`src/sv/rlm_pkg.sv`:
```
package rlm_pkg;

    localparam int BOUND_W = 64;
    localparam int MAX_RANGES_DEF = 16;

    typedef enum logic [1:0] {
        ACT_CLEAR  = 2'd0,
        ACT_APPEND = 2'd1,
        ACT_QUERY  = 2'd2
    } action_t;

    typedef enum logic [1:0] {
        ST_IDLE,
        ST_SCAN,
        ST_POST
    } state_t;

    typedef struct packed {
        logic [1:0]         action;
        logic [BOUND_W-1:0] lower_bound;
        logic [BOUND_W-1:0] upper_bound;
        logic [BOUND_W-1:0] probe_value;
    } in_word_t;

    typedef struct packed {
        logic in_list;
        logic status;
    } out_word_t;

endpackage

```
`src/sv/range_list_membership_match.sv`:
```
// Range list membership match. The block holds up to MAX_RANGES inclusive
// 64-bit ranges in a single-port-write, registered-read RAM (low and high bound
// side by side in one word). A clear or append word goes from IDLE to POST,
// which registers its result once the output slot is free and returns to
// IDLE, where the next word can be taken. A query goes from IDLE through
// SCAN, which reads one RAM entry per cycle up to and including the first
// hit or the last stored range, to POST; a query to an empty table skips
// SCAN. A zero bound means no limit on that side, both bounds zero match only
// the value zero, and an empty table matches nothing. Only one word is worked
// on at a time; the result sits in an output register, so a new word is taken
// while the previous result waits.
module range_list_membership_match #(
    parameter int MAX_RANGES = rlm_pkg::MAX_RANGES_DEF
) (
    input  logic              clk,
    input  logic              rst_n,
    input  logic              item_valid,
    output logic              item_ready,
    input  rlm_pkg::in_word_t item,
    output logic              result_valid,
    input  logic              result_ready,
    output rlm_pkg::out_word_t result
);

    import rlm_pkg::*;

    localparam int IDX_W = (MAX_RANGES > 1) ? $clog2(MAX_RANGES) : 1;
    localparam int CNT_W = $clog2(MAX_RANGES + 1);
    localparam int ENT_W = 2 * BOUND_W;

    function automatic logic range_hit(input logic [BOUND_W-1:0] lo,
                                       input logic [BOUND_W-1:0] hi,
                                       input logic [BOUND_W-1:0] v);
        logic lo_ok;
        logic hi_ok;
        lo_ok = (lo == '0) || (v >= lo);
        hi_ok = (v <= hi) || ((hi == '0) && (lo != '0));
        return lo_ok && hi_ok;
    endfunction

    state_t             state_reg, state_next;
    logic [CNT_W-1:0]   count_reg, count_next;
    logic [IDX_W-1:0]   chk_idx_reg, chk_idx_next;
    logic [BOUND_W-1:0] probe_reg, probe_next;
    logic               pend_in_list_reg, pend_in_list_next;
    logic               pend_status_reg, pend_status_next;
    logic               result_valid_reg, result_valid_next;
    out_word_t          result_reg, result_next;

    logic               item_fire;
    logic               table_full;
    logic               last_entry;
    logic               hit_now;
    logic               slot_free;
    logic               is_query;
    logic               is_append;

    logic               ram_we;
    logic [IDX_W-1:0]   ram_waddr;
    logic               ram_re;
    logic [IDX_W-1:0]   ram_raddr;
    logic [ENT_W-1:0]   ram_rdata;

    rlm_ram #(
        .WIDTH(ENT_W),
        .DEPTH(MAX_RANGES)
    ) u_store (
        .clk  (clk),
        .we   (ram_we),
        .waddr(ram_waddr),
        .wdata({item.lower_bound, item.upper_bound}),
        .re   (ram_re),
        .raddr(ram_raddr),
        .rdata(ram_rdata)
    );

    assign item_fire  = item_valid && item_ready;
    assign is_query   = (item.action == ACT_QUERY);
    assign is_append  = (item.action == ACT_APPEND);
    assign table_full = (count_reg == CNT_W'(MAX_RANGES));
    assign last_entry = ((CNT_W'(chk_idx_reg) + CNT_W'(1)) == count_reg);
    assign hit_now    = range_hit(ram_rdata[ENT_W-1:BOUND_W], ram_rdata[BOUND_W-1:0],
                                  probe_reg);
    assign slot_free  = !result_valid_reg || result_ready;
    assign ram_waddr  = count_reg[IDX_W-1:0];

    // Next state.
    always_comb
    begin
        state_next = state_reg;
        unique case (state_reg)
            ST_IDLE:
            begin
                if (item_fire)
                begin
                    if (is_query && (count_reg != '0))
                    begin
                        state_next = ST_SCAN;
                    end
                    else
                    begin
                        state_next = ST_POST;
                    end
                end
            end
            ST_SCAN:
            begin
                if (hit_now || last_entry)
                begin
                    state_next = ST_POST;
                end
            end
            ST_POST:
            begin
                if (slot_free)
                begin
                    state_next = ST_IDLE;
                end
            end
            default:
            begin
                state_next = ST_IDLE;
            end
        endcase
    end

    // Control outputs of the sequencer.
    always_comb
    begin
        item_ready = 1'b0;
        ram_we     = 1'b0;
        ram_re     = 1'b0;
        ram_raddr  = '0;
        unique case (state_reg)
            ST_IDLE:
            begin
                item_ready = 1'b1;
                ram_we     = item_valid && is_append && !table_full;
                ram_re     = item_valid && is_query;
            end
            ST_SCAN:
            begin
                ram_re    = !hit_now && !last_entry;
                ram_raddr = IDX_W'(chk_idx_reg + IDX_W'(1));
            end
            ST_POST:
            begin
                item_ready = 1'b0;
            end
            default:
            begin
                item_ready = 1'b0;
            end
        endcase
    end

    // Datapath next values.
    always_comb
    begin
        count_next        = count_reg;
        chk_idx_next      = chk_idx_reg;
        probe_next        = probe_reg;
        pend_in_list_next = pend_in_list_reg;
        pend_status_next  = pend_status_reg;
        result_valid_next = result_valid_reg;
        result_next       = result_reg;

        if (item_fire)
        begin
            probe_next        = item.probe_value;
            chk_idx_next      = '0;
            pend_in_list_next = 1'b0;
            pend_status_next  = is_append && table_full;
            if (item.action == ACT_CLEAR)
            begin
                count_next = '0;
            end
            else if (is_append && !table_full)
            begin
                count_next = count_reg + CNT_W'(1);
            end
        end

        if (state_reg == ST_SCAN)
        begin
            if (hit_now || last_entry)
            begin
                pend_in_list_next = hit_now;
            end
            else
            begin
                chk_idx_next = IDX_W'(chk_idx_reg + IDX_W'(1));
            end
        end

        if (result_valid_reg && result_ready)
        begin
            result_valid_next = 1'b0;
        end
        if ((state_reg == ST_POST) && slot_free)
        begin
            result_valid_next   = 1'b1;
            result_next.in_list = pend_in_list_reg;
            result_next.status  = pend_status_reg;
        end
    end

    always_ff @(posedge clk or negedge rst_n)
    begin
        if (!rst_n)
        begin
            state_reg        <= ST_IDLE;
            count_reg        <= '0;
            chk_idx_reg      <= '0;
            result_valid_reg <= 1'b0;
        end
        else
        begin
            state_reg        <= state_next;
            count_reg        <= count_next;
            chk_idx_reg      <= chk_idx_next;
            result_valid_reg <= result_valid_next;
        end
    end

    always_ff @(posedge clk)
    begin
        probe_reg        <= probe_next;
        pend_in_list_reg <= pend_in_list_next;
        pend_status_reg  <= pend_status_next;
        result_reg       <= result_next;
    end

    assign result_valid = result_valid_reg;
    assign result       = result_reg;

    a_count_bound: assert property (@(posedge clk) disable iff (!rst_n)
        count_reg <= CNT_W'(MAX_RANGES))
        else $error("entry count above table size");

    a_scan_in_range: assert property (@(posedge clk) disable iff (!rst_n)
        (state_reg == ST_SCAN) |-> (CNT_W'(chk_idx_reg) < count_reg))
        else $error("scan index past the entry count");

    a_full_drop: assert property (@(posedge clk) disable iff (!rst_n)
        (item_fire && is_append && table_full)
        |=> ((state_reg == ST_POST) && pend_status_reg && $stable(count_reg)))
        else $error("append to a full table was not dropped");

endmodule

```
`src/sv/rlm_ram.sv`:
```
module rlm_ram #(
    parameter int WIDTH = 128,
    parameter int DEPTH = 16
) (
    input  logic                                        clk,
    input  logic                                        we,
    input  logic [((DEPTH > 1) ? $clog2(DEPTH) : 1)-1:0] waddr,
    input  logic [WIDTH-1:0]                            wdata,
    input  logic                                        re,
    input  logic [((DEPTH > 1) ? $clog2(DEPTH) : 1)-1:0] raddr,
    output logic [WIDTH-1:0]                            rdata
);

    logic [WIDTH-1:0] mem [DEPTH];

    always_ff @(posedge clk)
    begin
        if (we)
        begin
            mem[waddr] <= wdata;
        end
        if (re)
        begin
            rdata <= mem[raddr];
        end
    end

endmodule
```
`config.mk`:
```
export PLATFORM = sky130hd
export DESIGN_NAME = range_list_membership_match
export DESIGN_NICKNAME = d
export VERILOG_FILES = /design/src/sv/rlm_pkg.sv /design/src/sv/range_list_membership_match.sv /design/src/sv/rlm_ram.sv
export SDC_FILE = /design/constraint.sdc
export NUM_CORES = 2
export LEC_CHECK = 0
export ABC_CLOCK_PERIOD_IN_PS = 10150
export BUFFER_PORTS_ARGS = -buffer_cell sky130_fd_sc_hd__buf_2
export CORE_MARGIN = 5
export CORE_UTILIZATION = 50
export DETAILED_ROUTE_END_ITERATION = 7
export PLACE_DENSITY = 0.78
export SYNTH_ARGS = -nofsm -noshare
export SYNTH_HDL_FRONTEND = slang
export SYNTH_SLANG_ARGS = --single-unit
export TNS_END_PERCENT = 100
```
`constraint.sdc`:
```
create_clock -name clk -period 10.15 [get_ports clk]
set_input_delay 1.015 -clock clk [delete_from_list [all_inputs] [get_ports clk]]
set_output_delay 1.015 -clock clk [all_outputs]
set_load 0.03 [all_outputs]
```
# Word-level counts from Yosys, hierarchy flattened

Memories as Yosys holds them, arrays and structs flattened. A register that Yosys moved wholly into a read port is not among the register bits.
Cells that the tools add are included.

Add/sub/neg operators: 3
Reduce and logical (&&, ||, !) cells: 30
Multiplexer cells: 21
Order comparisons: 2
Equal/unequal tests: 9

Operators with widths:

| kind                  | number |
|---|---|
| $logic_not A64 Y1     | 2 |
| $ge A64 B64 Y1        | 1 |
| $le A64 B64 Y1        | 1 |
| $reduce_bool A64 Y1   | 1 |
| $mux W4               | 4 |
| $logic_and A1 B1 Y1   | 12 |
| $mux W5               | 2 |
| $mux W1               | 9 |
| $mux W2               | 4 |
| $ne A2 B2 Y1 const B  | 3 |
| $pmux W2 S3           | 1 |
| $add A4 B1 Y5 const B | 1 |
| $add A5 B1 Y5 const B | 1 |
| $eq A5 B5 Y1          | 1 |
| $eq A5 B5 Y1 const B  | 1 |
| $reduce_bool A5 Y1    | 1 |
| $add A4 B1 Y4 const B | 1 |
| $eq A2 B1 Y1 const B  | 2 |
| $eq A2 B2 Y1 const B  | 2 |
| $logic_not A1 Y1      | 4 |
| $logic_not A2 Y1      | 2 |
| $logic_or A1 B1 Y1    | 4 |
| $reduce_bool A2 Y1    | 2 |
| $reduce_and A3 Y1     | 1 |
| 2 further kinds       | 2 |

Input port bits: 198
Output and inout bits: 4
Memories kept: 1
Bits in writable memories: 2,048
Word-level logic and storage cells: 75
Flip-flop bits (word level): 80

Memories:

| name        | depth | width | read ports | clocked after Yosys merged registers in | write ports | line          | RTL |
|---|---|---|---|---|---|---|---|
| u_store.mem | 16    | 128   | 1          | 1                                       | 1           | rlm_ram.sv:14 | `logic [WIDTH-1:0] mem [DEPTH];` |

# Longest topological paths before layout

Depth after elaboration: 7
Depth in mapped cells: 10
Mapped depth without buffers: 10

# Modules after synthesis

A second synthesis with hierarchy kept.

Cell total of the unflattened synthesis: 4,007
Area total of the unflattened synthesis: 87,034.7 um^2

By module, submodules not included:

| module                      | sequential area each (um^2) | cells an instance | instances | area an instance (um^2) |
|---|---|---|---|---|
| rlm_ram                     | 65,342.7                    | 3,357             | 1         | 80,731.2 |
| range_list_membership_match | 2,332.2                     | 650               | 1         | 6,303.5 |

# Worst setup path after synthesis

OpenSTA, ideal clock, no wires.

Path kind: in2reg
From: input port item_valid
To: memory u_store.mem[0][0], enable pin
Required time: 9,378 ps
Buffers on the path: 0
Slack: -777 ps
Library setup time: 772 ps
Arrival: 10,155 ps
Cell stages on the path: 4
Cell sequence: nand2_1 > nor2_1 > nand2_1 > nor3_1

Longest elaborated chain between the ends: 5

RTL lines:

| what                              | line                               | RTL |
|---|---|---|
| start, declared                   | range_list_membership_match.sv:17  | `input logic item_valid,` |
| $logic_and A1 B1 Y1 (2 in series) | range_list_membership_match.sv:138 | `ram_we = item_valid && is_append && !table_full;` |
| $mux W1                           | range_list_membership_match.sv:134 | `unique case (state_reg)` |
| $mux W1                           | rlm_ram.sv:18                      | `if (we)` |
| $mux W1 (not written as such)     | rlm_ram.sv:20                      | `mem[waddr] <= wdata;` |
| end, declared                     | rlm_ram.sv:14                      |  |

Every way passes these cells.

# Final worst setup path

From: register chk_idx_reg[0]
To: register u_store.rdata[86] (read register of u_store.mem) (data pin)

Longest elaborated chain between the ends: 5
Elaborated cells on any way between the ends: 7
Those cells by class: 2 x add/sub; 1 x eq/ne; 2 x mux; 2 x reduce/logical

RTL lines:

| what                   | line                               | RTL |
|---|---|---|
| start, declared        | range_list_membership_match.sv:43  | `logic [IDX_W-1:0] chk_idx_reg, chk_idx_next;` |
| start signal, assigned | range_list_membership_match.sv:221 | `chk_idx_reg <= chk_idx_next;` |
| $add A4 B1 Y5          | range_list_membership_match.sv:81  | `assign last_entry = ((CNT_W'(chk_idx_reg) + CNT_W'(1)) == count_reg);` |
| $eq A5 B5 Y1           | range_list_membership_match.sv:81  |  |
| $logic_not A1 Y1       | range_list_membership_match.sv:143 | `ram_re = !hit_now && !last_entry;` |
| $logic_and A1 B1 Y1    | range_list_membership_match.sv:143 |  |
| $pmux W1 S2            | range_list_membership_match.sv:134 |  |
| end, declared          | rlm_ram.sv:11                      | `output logic [WIDTH-1:0] rdata` |

Several ways; a longest one is shown, not always the timed one.
A chain may end at the register's enable or synchronous reset.

==> reports/metrics.cfg <==
[synth]
synth_top_area_cell = edfxtp_1
synth_common_cells = 2243 x edfxtp_1, 1319 x nand2_1, 384 x a311oi_1, 290 x clkbuf_1, 272 x nand3_1
synth.most_common_cell = edfxtp_1
synth_edf_count = 2243
yosysTopAreaCellShare_pct = 75.31
synth_area_leaders = edfxtp_1 75%, nand2_1 5.5%, a311oi_1 3.8%
yosysUniqueCellTypes = 64
syn_inst = 6062
seq_area_frac_synth_pct = 75.67
netlist_area_um2 = 89440
synth_nets = 6393
async_flop_share_pct = 0.5319
ys_ff_latch = 2256
synth-main-ff-cell = edfxtp_1
ys_warn_count = 0
syn_avg_cell_area_um2 = 14.75

[sta]
slew_headroom_pct = 19.26
hold_viol_final = 0
fin_crit_sh_pct = 52.74
max_slew.worst_pin.slew_ps = 1211
setup_violations = 0
setup_ws_ps = 4797
post-route-min-period_ps = 5353
fmax_mhz = 186.8
hold-worst-slack_ps = 67.70
setup_tns_ps = 0
final-max-slew-violation-count = 0
skew_ps = 45.35
rsz0062_at_grt = false

[power]
power.total_w = 0.02163
worst_ir_drop_vdd_mv = 0.1605
power_density_nw_per_um2 = 217.4
p_leak_nw = 32.60

[cts]
cts.sinks = 2256
h-tree-depth = 4
path_clk_slew_ps = 60
cts_buffers = 206
root_buffer = clkbuf_16
clock_latency_ps = 850
clk_path_buf_depth = 3
cts-resized-gates = 0
ctsHoldBuffers = 0
cts_tree = built
postCtsSetupBuffers = 0

[worst_setup_path]
worst_path_max_delay_cell = buf_4
cpMostUsedCell = buf_4
cp.arrival_ps = 5900
ff2ff_setup_slack_ps = 4800
cp-end-kind = flip-flop
cp_max_fo = 149
slowest_delay_ps = 970
crit_type = flip-flop to flip-flop
crit_chain = ha_1 -> nand2_4 -> buf_12 -> buf_4 -> buf_4 -> nand3_1 -> a311oi_1 -> a21oi_1
r2r-end = u_store.rdata[86]
crit_required_ps = 10700
crit_path_start_kind = flip-flop
reg2reg_depth = 8
r2r_start = chk_idx_reg[0]

[floorplan]
die_y_um = 432.9
core_area_um2 = 178200
start_util_pct = 50.18
fp-row-count = 155
dieArea_um2 = 187400
ioPinCount = 202
die_x_um = 432.9

[place]
dp.cells = 8313
pre_cts_ws_ps = 4937
dp_hpwl_mm = 129.6
gp_congestion = 0.9576
io_buffers = 201

[grt]
antenna_found_initial = 70
grt_max_degree = 184
grt_pass1_vias = 53590
track_usage_pct = 25.36
grt_pass1_wl_mm = 351.7
gr-total-overflow = 0

[job]
max_cap_violations = 0

[detailed_routing]
antenna_left = 0
routed_wl_mm = 243.4
vias = 55660
drt-wirelength-per-cell_um = 27.88
drc = 0
dr.pass1.iters = 8
avgViaCountPerCell = 6.374
drt_iter0_markers = 7923

[finish]
synthToLayoutAreaGrowth_pct = 11.25
drive_gt1_share_pct = 9.631
fin_cells = 8733
fin_nets = 6497
largest_reg_flops = 2048

[worst_hold_path]
min_path_type = input port to asynchronous set/reset pin

[run_status]
run_status = completed

[worst max path at each step]
stage                            startpoint                 end  slack, ps  depth (start not counted)
after floorplan                  item_valid  u_store.mem[15][0]       2620                          4
after global placement    u_store.rdata[23]   u_store.rdata[52]       5050                         11
after detailed placement     chk_idx_reg[0]   u_store.rdata[97]       4940                          8
after CTS                    chk_idx_reg[0]   u_store.rdata[86]       4860                          8
after global routing         chk_idx_reg[0]   u_store.rdata[86]       4530                          8
final                        chk_idx_reg[0]   u_store.rdata[86]       4800                          8
[worst max-delay path: cells and delay by family (launching register included)]
kind | cells | cell delay [ps]
AOI/OAI and AO/OA | 2 | 500
adders and majority gates | 1 | 390
buffers and inverters | 3 | 2320
DFF | 1 | 800
and+or+nand+nor | 2 | 810
[layer usage]
| metal | vias to the layer above | routed length [µm] | global-route usage [%] |
|---|---|---|---|
| met2 | 3946 | 113700 | 39.60 |
| met5 | - | 174 | 0 |
| li1 | 23580 | - | - |
| met3 | 686 | 28670 | 5.806 |
| met4 | 26 | 14760 | 14.77 |
| met1 | 27420 | 86110 | 32.85 |
[report_power, final]
group / switching (W) / internal (W)
Clock: 0.00338 / 0.00421
Combinational: 0.00212 / 0.000990
Sequential: 0.000284 / 0.0107
Total: 0.00578 / 0.0159
[final cells by class]
cell class                      instances  area, µm²
Clock buffer                          243       5315
Multi-Input combinational cell       3280      19850
Sequential cell                      2256      67680
Fill cell                           13010      78720
Antenna cell                           44      110.1
Tap cell                             2355       2947
Clock inverter                        133       1281
Inverter                              139      521.8
Timing Repair Buffer                  283       1797
[placed cells by master, fill, tap and decap left out, types with 33 or more instances in the layout]
cell	synthesis	layout
edfxtp_1	2243	2243
a21oi_1	173	172
clkinv_1	0	50
nand2_1	1319	1315
a311oi_1	384	384
a211oi_1	134	134
buf_2	65	201
buf_4	0	68
clkinv_2	0	38
nor4_1	36	36
mux2i_1	258	258
diode_2	0	44
nor2b_1	134	134
clkbuf_1	290	36
nand3_1	272	272
o22ai_1	128	128
inv_1	139	138
nand4_1	33	33
a31oi_1	130	130
ha_1	133	133
clkbuf_16	0	207
[metrics by stage]
step | util, % | instance area (µm²)
4_1_cts | 55.77 | 99390
2_1_floorplan | - | 89440
6_report | 55.83 | 99500
3_5_place_dp | 52.07 | 92800
5_1_grt | 55.80 | 99450
3_3_place_gp | 52.07 | 92800
[logic make-up after synthesis]
kind of cell / Yosys count / share of synthesized area, %
muxes: 259 / 2.900
buffers and inverters: 526 / 2.298
AOI/OAI and AO/OA: 1019 / 8.286
DFF: 2256 / 75.67
xor gates and xnor gates: 6 / 0.06715
and+or+nand+nor: 1863 / 8.921
adders and majority gates: 133 / 1.861
(Power assumes the default switching activity.)
